--- src/rtl/core/php_pkg.sv ---
// shared types, constants and helper functions of the perfect hash lookup block
// no dependencies; used by php_datapath, php_ctrl and the top level, not by php_div
package php_pkg;

  // default sizes of the tables
  localparam int MAX_CHUNKS_DEF     = 8;
  localparam int MAX_BUCKETS_DEF    = 256;
  localparam int MAX_TABLE_ROWS_DEF = 1024;
  localparam int RANGE_ENTRIES_DEF  = 4096;

  // columns of the random table and number of candidates
  localparam int TABLE_COLS  = 6;
  localparam int CHOICE_MOD  = 3;

  // command codes
  localparam logic [2:0] CMD_EVAL   = 3'd0;
  localparam logic [2:0] CMD_SPLIT  = 3'd1;
  localparam logic [2:0] CMD_PAIR   = 3'd2;
  localparam logic [2:0] CMD_OFFSET = 3'd3;
  localparam logic [2:0] CMD_WORD   = 3'd4;
  localparam logic [2:0] CMD_FACTOR = 3'd5;
  localparam logic [2:0] CMD_CHOICE = 3'd6;

  // configuration register indexes
  localparam logic [2:0] REG_CHUNK_BITS  = 3'd0;
  localparam logic [2:0] REG_CHUNK_COUNT = 3'd1;
  localparam logic [2:0] REG_BUCKETS     = 3'd2;
  localparam logic [2:0] REG_SPLIT_MASK  = 3'd3;
  localparam logic [2:0] REG_PAIR_MASK   = 3'd4;
  localparam logic [2:0] REG_TABLE_ROWS  = 3'd5;

  // configuration register reset values
  localparam logic [5:0]  CHUNK_BITS_RST  = 6'd16;
  localparam logic [3:0]  CHUNK_COUNT_RST = 4'd4;
  localparam logic [8:0]  BUCKETS_RST     = 9'd256;
  localparam logic [6:0]  SPLIT_MASK_RST  = 7'd32;
  localparam logic [6:0]  PAIR_MASK_RST   = 7'd32;
  localparam logic [10:0] TABLE_ROWS_RST  = 11'd1024;

  typedef struct packed {
    logic [5:0]  chunk_bits;
    logic [3:0]  chunk_count;
    logic [8:0]  bucket_count;
    logic [6:0]  split_mask_bits;
    logic [6:0]  pair_mask_bits;
    logic [10:0] table_rows;
  } cfg_t;

  // commands from the controller to the datapath
  typedef struct packed {
    logic       load;
    logic       wr;
    logic [1:0] hsel;
    logic       ci_load;
    logic       ci_dec;
    logic       coef_rd;
    logic       r_init;
    logic       mul_en;
    logic       mul_src;
    logic [1:0] mul_step;
    logic       acc;
    logic       div_start;
    logic       div_src;
    logic       hres_store;
    logic       off_rd;
    logic       off_sel;
    logic       base_cap;
    logic       top_cap;
    logic       fac_rd;
    logic       rw_rd;
    logic       rw_sel;
    logic       a_cap;
    logic       x_cap;
    logic [1:0] jsel;
    logic       f_store;
    logic       fix;
    logic       ch_rd;
    logic [1:0] ch_sel;
    logic       ch_acc;
    logic       ch_clr;
    logic       out_fire;
    logic       out_empty;
  } ctrl_t;

  // status from the datapath to the controller
  typedef struct packed {
    logic ci_zero;
    logic div_done;
    logic empty;
  } stat_t;

  // mask of the low bits, all ones from 64 bits up
  function automatic logic [63:0] low_mask(input logic [6:0] bits);
    logic [63:0] m;
    if (bits >= 7'd64) begin
      m = '1;
    end else begin
      m = (64'd1 << bits) - 64'd1;
    end
    return m;
  endfunction

  // remainder modulo three of a small sum
  function automatic logic [1:0] mod3(input logic [3:0] s);
    logic [1:0] r;
    case (s)
      4'd0, 4'd3, 4'd6, 4'd9:   r = 2'd0;
      4'd1, 4'd4, 4'd7, 4'd10:  r = 2'd1;
      4'd2, 4'd5, 4'd8, 4'd11:  r = 2'd2;
      default:                  r = 2'd0;
    endcase
    return r;
  endfunction

endpackage

--- src/rtl/core/php_ctrl.sv ---
// controller state machine sequencing writes and evaluations
// depends on php_pkg; drives the commands of php_datapath
module php_ctrl (
  input  logic           clk,
  input  logic           rst,
  input  logic           start,
  input  logic [2:0]     command,
  input  php_pkg::stat_t st,
  output php_pkg::ctrl_t ctl,
  output logic           busy
);

  localparam logic [4:0] S_IDLE    = 5'd0;
  localparam logic [4:0] S_WRITE   = 5'd1;
  localparam logic [4:0] S_H_START = 5'd2;
  localparam logic [4:0] S_H_RD0   = 5'd3;
  localparam logic [4:0] S_H_FIRST = 5'd4;
  localparam logic [4:0] S_H_RD    = 5'd5;
  localparam logic [4:0] S_H_MUL   = 5'd6;
  localparam logic [4:0] S_H_ACC   = 5'd7;
  localparam logic [4:0] S_H_DIV   = 5'd8;
  localparam logic [4:0] S_H_DWAIT = 5'd9;
  localparam logic [4:0] S_OFF_B   = 5'd10;
  localparam logic [4:0] S_OFF_T   = 5'd11;
  localparam logic [4:0] S_OFF_CHK = 5'd12;
  localparam logic [4:0] S_FAC     = 5'd13;
  localparam logic [4:0] S_W_RDA   = 5'd14;
  localparam logic [4:0] S_W_RDX   = 5'd15;
  localparam logic [4:0] S_W_MUL   = 5'd16;
  localparam logic [4:0] S_W_DIV   = 5'd17;
  localparam logic [4:0] S_W_DWAIT = 5'd18;
  localparam logic [4:0] S_FIX     = 5'd19;
  localparam logic [4:0] S_CH0     = 5'd20;
  localparam logic [4:0] S_CH1     = 5'd21;
  localparam logic [4:0] S_CH2     = 5'd22;
  localparam logic [4:0] S_CH3     = 5'd23;
  localparam logic [4:0] S_OUT     = 5'd24;
  localparam logic [4:0] S_OUT_E   = 5'd25;

  logic [4:0] state, state_next;
  logic [1:0] hsel, hsel_next;
  logic [1:0] cnt, cnt_next;
  logic [1:0] j, j_next;

  always_ff @(posedge clk) begin
    if (rst) begin
      state <= S_IDLE;
      hsel  <= 2'd0;
      cnt   <= 2'd0;
      j     <= 2'd0;
    end else begin
      state <= state_next;
      hsel  <= hsel_next;
      cnt   <= cnt_next;
      j     <= j_next;
    end
  end

  assign busy = (state != S_IDLE);

  // next state and command decode
  always_comb begin
    state_next   = state;
    hsel_next    = hsel;
    cnt_next     = cnt;
    j_next       = j;
    ctl          = '0;
    ctl.hsel     = hsel;
    ctl.jsel     = j;
    ctl.mul_step = cnt;
    case (state)
      S_IDLE: begin
        ctl.load = start;
        if (start) begin
          hsel_next  = 2'd0;
          state_next = (command == php_pkg::CMD_EVAL) ? S_H_START : S_WRITE;
        end
      end
      S_WRITE: begin
        ctl.wr     = 1'b1;
        state_next = S_IDLE;
      end
      // universal hash over the key chunks
      S_H_START: begin
        ctl.ci_load = 1'b1;
        state_next  = S_H_RD0;
      end
      S_H_RD0: begin
        ctl.coef_rd = 1'b1;
        state_next  = S_H_FIRST;
      end
      S_H_FIRST: begin
        ctl.r_init = 1'b1;
        if (st.ci_zero) begin
          state_next = S_H_DIV;
        end else begin
          ctl.ci_dec = 1'b1;
          state_next = S_H_RD;
        end
      end
      S_H_RD: begin
        ctl.coef_rd = 1'b1;
        cnt_next    = 2'd0;
        state_next  = S_H_MUL;
      end
      S_H_MUL: begin
        ctl.mul_en = 1'b1;
        cnt_next   = cnt + 2'd1;
        if (cnt == 2'd2) begin
          state_next = S_H_ACC;
        end
      end
      S_H_ACC: begin
        ctl.acc = 1'b1;
        if (st.ci_zero) begin
          state_next = S_H_DIV;
        end else begin
          ctl.ci_dec = 1'b1;
          state_next = S_H_RD;
        end
      end
      S_H_DIV: begin
        ctl.div_start = 1'b1;
        state_next    = S_H_DWAIT;
      end
      S_H_DWAIT: begin
        if (st.div_done) begin
          ctl.hres_store = 1'b1;
          case (hsel)
            2'd0:    state_next = S_OFF_B;
            2'd1: begin
              hsel_next  = 2'd2;
              state_next = S_H_START;
            end
            default: state_next = S_FAC;
          endcase
        end
      end
      // bucket range
      S_OFF_B: begin
        ctl.off_rd = 1'b1;
        state_next = S_OFF_T;
      end
      S_OFF_T: begin
        ctl.off_rd   = 1'b1;
        ctl.off_sel  = 1'b1;
        ctl.base_cap = 1'b1;
        state_next   = S_OFF_CHK;
      end
      S_OFF_CHK: begin
        ctl.top_cap = 1'b1;
        if (st.empty) begin
          state_next = S_OUT_E;
        end else begin
          hsel_next  = 2'd1;
          state_next = S_H_START;
        end
      end
      // three candidates from the random table
      S_FAC: begin
        ctl.fac_rd = 1'b1;
        j_next     = 2'd0;
        state_next = S_W_RDA;
      end
      S_W_RDA: begin
        ctl.rw_rd  = 1'b1;
        state_next = S_W_RDX;
      end
      S_W_RDX: begin
        ctl.rw_rd  = 1'b1;
        ctl.rw_sel = 1'b1;
        ctl.a_cap  = 1'b1;
        cnt_next   = 2'd0;
        state_next = S_W_MUL;
      end
      S_W_MUL: begin
        ctl.mul_en  = 1'b1;
        ctl.mul_src = 1'b1;
        ctl.x_cap   = (cnt == 2'd0);
        cnt_next    = cnt + 2'd1;
        if (cnt == 2'd2) begin
          state_next = S_W_DIV;
        end
      end
      S_W_DIV: begin
        ctl.div_start = 1'b1;
        ctl.div_src   = 1'b1;
        state_next    = S_W_DWAIT;
      end
      S_W_DWAIT: begin
        ctl.div_src = 1'b1;
        if (st.div_done) begin
          ctl.f_store = 1'b1;
          j_next      = j + 2'd1;
          state_next  = (j == 2'd2) ? S_FIX : S_W_RDA;
        end
      end
      S_FIX: begin
        ctl.fix    = 1'b1;
        state_next = S_CH0;
      end
      // choice lookups and sum
      S_CH0: begin
        ctl.ch_rd  = 1'b1;
        ctl.ch_sel = 2'd0;
        state_next = S_CH1;
      end
      S_CH1: begin
        ctl.ch_rd  = 1'b1;
        ctl.ch_sel = 2'd1;
        ctl.ch_acc = 1'b1;
        ctl.ch_clr = 1'b1;
        state_next = S_CH2;
      end
      S_CH2: begin
        ctl.ch_rd  = 1'b1;
        ctl.ch_sel = 2'd2;
        ctl.ch_acc = 1'b1;
        state_next = S_CH3;
      end
      S_CH3: begin
        ctl.ch_acc = 1'b1;
        state_next = S_OUT;
      end
      S_OUT: begin
        ctl.out_fire = 1'b1;
        state_next   = S_IDLE;
      end
      S_OUT_E: begin
        ctl.out_fire  = 1'b1;
        ctl.out_empty = 1'b1;
        state_next    = S_IDLE;
      end
      default: begin
        state_next = S_IDLE;
      end
    endcase
  end

endmodule

--- config.mk ---
export PLATFORM = sky130hd
export DESIGN_NAME = php_ctrl
export DESIGN_NICKNAME = d
export VERILOG_FILES = /design/src/rtl/core/php_pkg.sv /design/src/rtl/core/php_ctrl.sv
export SDC_FILE = /design/constraint.sdc
export NUM_CORES = 1
export LEC_CHECK = 0
export BUFFER_PORTS_ARGS = -buffer_cell sky130_fd_sc_hd__buf_2
export CELL_PAD_IN_SITES_DETAIL_PLACEMENT = 1
export CELL_PAD_IN_SITES_GLOBAL_PLACEMENT = 2
export CORE_ASPECT_RATIO = 1.4
export CORE_MARGIN = 2
export CORE_UTILIZATION = 26
export CTS_CLUSTER_DIAMETER = 40
export CTS_CLUSTER_SIZE = 40
export DETAILED_ROUTE_END_ITERATION = 6
export GPL_ROUTABILITY_DRIVEN = 0
export PLACE_DENSITY_LB_ADDON = 0.1
export SYNTH_ARGS = -nofsm -noshare
export SYNTH_HDL_FRONTEND = slang
export SYNTH_SLANG_ARGS = --single-unit
--- constraint.sdc ---
create_clock -name clk -period 3.5 [get_ports clk]
set_clock_uncertainty 0.2 [all_clocks]
set_input_delay 0.175 -clock clk [delete_from_list [all_inputs] [get_ports clk]]
set_output_delay 0.175 -clock clk [all_outputs]
set_load 0.005 [all_outputs]
==> results.py <==
metrics = {
    "grt": {
        "grt_first_pass_wirelength_um": 6727,
        "grt_overflow": 0,
        "grt_pass1_vias": 1355,
        "antenna_found_initial": 0,
        "track_usage_pct": 18.06,
        "grt_max_degree": 28,
    },
    "clock_network": {
        "cts-root-buf": "clkbuf_8",
        "clock_path_buffers": 2,
        "ctsResizeCount": 0,
        "cts_htree_levels": 1,
        "clk_latency_ns": 0.24,
        "cts_buffers": 3,
        "postCtsSetupBuffers": 0,
        "tritoncts": "built",
        "clock_sinks": 11,
        "hold_buffers": 0,
        "clkSlewWorstSetupHoldPaths_ns": 0.05,
    },
    "floorplanning": {
        "dieArea_um2": 4983,
        "core_area_um2": 4239,
        "initial_core_util_pct": 27.15,
        "dieWidth_um": 60.24,
        "rows": 28,
        "num_io_pins": 46,
        "die_h_um": 82.73,
    },
    "power_and_ir_drop": {
        "p_total_mw": 0.7366,
        "p_per_area_nw_per_um2": 520.1,
        "intPower_mw": 0.3837,
        "clock_power_share_pct": 17.4,
        "vdd_ir_drop_max_uv": 241.1,
        "seqPwrFrac_pct": 30.6,
        "netSwitchingFraction_pct": 47.91,
        "p_sw_mw": 0.3529,
        "p_comb_share_pct": 52.0,
        "p_leak_nw": 0.6485,
    },
    "detailed_routing": {
        "wire_per_inst_um": 15.90,
        "ant_nets": 0,
        "highest_layer": "met4",
        "drt-initial-drc-count": 40,
        "vias_per_cell": 5.224,
        "first_pass_iters": 4,
        "routed-wl-met2_um": 2157,
        "routed_wirelength_um": 4261,
        "met1_length_um": 1813,
        "routed-via-count": 1400,
        "wl_met3_um": 208,
        "drc_errors": 0,
    },
    "layout": {
        "fin_util_pct": 33.41,
        "layout.nets": 221,
        "design_area_um2": 1416,
        "drive_gt1_share_pct": 25.96,
        "n_antenna_cell": 0,
        "areaGrowthSynthToFinish_pct": 23.04,
        "stdcell_count": 268,
        "n_fill_cell": 584,
    },
    "critical_path": {
        "worst-path-buf-inv": 0,
        "path_depth": 5,
        "reg2reg_depth": 5,
        "cp.required_ns": 3.42,
        "slowest_delay_ns": 0.85,
        "path_delay_family": "flip-flops",
        "start_kind": "register",
        "crit_arrival_ns": 2.31,
        "crit_type": "register to register",
        "crit_start": "state[0]",
        "slowest_stage": "dfxtp_1",
        "r2r_start": "state[0]",
        "worstPathMaxFanout": 27,
        "crit_path_end_kind": "register",
        "cp_cell_sequence": "and4bb_1 > nand2_1 > o21a_1 > and3_1 > mux2_1",
    },
    "placement": {
        "place_ws_ns": 1.151,
        "place_area_um2": 1371,
        "dp_hpwl_um": 3324,
        "placedCellCount": 264,
        "port_buffers": 45,
    },
    "min_path": {
        "min_path_cells": 2,
        "hold_start": "rst",
        "hold_class": "input pin to register",
    },
    "synthesis": {
        "yosysWarnings": 0,
        "syn-num-nets": 186,
        "async_flop_share_pct": 0,
        "synthDominantCellAreaShare_pct": 19.13,
        "synth_seq_cells": 11,
        "yosysMostFrequentCell": "nor2_1",
        "synth.avg_cell_area_um2": 6.616,
        "synth_flop_cell": "dfxtp_1",
        "synth.distinct_cells": 50,
        "seq_area_frac_synth_pct": 19.13,
        "synthTopCellsByArea": "dfxtp_1, nor2_1, a21oi_1, nand2_1, nand2b_1",
        "synthTopCellsByCount": "nor2_1, nand2_1, a21oi_1, dfxtp_1, inv_1",
        "synth_edf_count": 0,
        "synth_area_leader_cell": "dfxtp_1",
        "syn_inst": 174,
        "syn-cell-area_um2": 1151,
    },
    "timing": {
        "setup_viol": 0,
        "post-route-period-util_pct": 68.10,
        "relSlewSlack_pct": 45.02,
        "rsz0062_at_grt": "no",
        "hold_viol": 0,
        "setup_slack_ns": 1.117,
        "slew_viol_final": 0,
        "tightestPinTransition_ns": 0.8235,
        "setup_tns_ns": 0,
        "clock.fmax_mhz": 419.6,
        "fin_hold_ws_ns": 0.07962,
        "period_minus_slack_ns": 2.383,
    },
    "job": {
        "maxCapViolCount": 0,
    },
    "outcome": {
        "status": "complete, no violations",
    },
}
placed cells by master (no fill, tap or decap), types with 5 or more instances in the layout:
cell type	count
buf_2	45
nor2_1	30
nand2_1	13
a21oi_1	11
dfxtp_1	11
inv_1	9
nand2b_1	7
nor2b_1	7
o21ai_0	7
nor3_1	6
nand3_1	5
layer usage:
metal	track usage [%]	up-vias
met3	2.336	6
met5	0	-
li1	-	678
met1	22.85	669
met2	30.33	47
met4	7.333	0
flip-flops by register name, indices dropped and copies added (netlist names):
signal	flops
cnt	2
hsel	2
j	2
state	5
worst paths after layout:
kind	slack (ns)	to
min reg2reg	0.29	hsel[0]
max	1.12	hsel[1]
min	0.08	j[1]
max reg2reg	1.12	hsel[1]
worst register-to-register path: cells and delay by family (launching register included):
family	cells	cell delay [ns]
compound gates	1	0.24
flops	1	0.85
mux	1	0.30
simple gates	3	0.67
layout make-up:
cell class / count / area (um^2) / share of cell area (%)
multi-input cells: 138 / 813.3 / 57.42
repair buffers: 45 / 225.2 / 15.90
flip-flops and latches: 11 / 220.2 / 15.55
well taps: 60 / 75.07 / 5.300
clock buffers: 4 / 45.04 / 3.180
inverters: 10 / 37.54 / 2.650
cell families (layout without fill, tap and decap cells):
family	after synthesis	in the layout	share of synthesized area, %
AND/OR/NAND/NOR	87	87	38.91
XOR/XNOR	1	1	0.7610
buffers and inverters	25	59	10.22
multiplexers	3	3	2.826
adder cells (fa/ha/maj)	3	3	3.261
AO/OA/AOI/OAI	44	44	24.89
flip-flops	11	11	19.13
power by group through the flow:
stage,registers [mW],logic (mW),clock network [mW]
2_1_floorplan,0.159,0.321,0
3_3_place_gp,0.224,0.387,0
3_5_place_dp,0.226,0.382,0
4_1_cts,0.223,0.386,0.136
5_1_grt,0.236,0.427,0.140
6_report,0.225,0.383,0.128
Note: power is estimated with default switching activity, not from simulation.
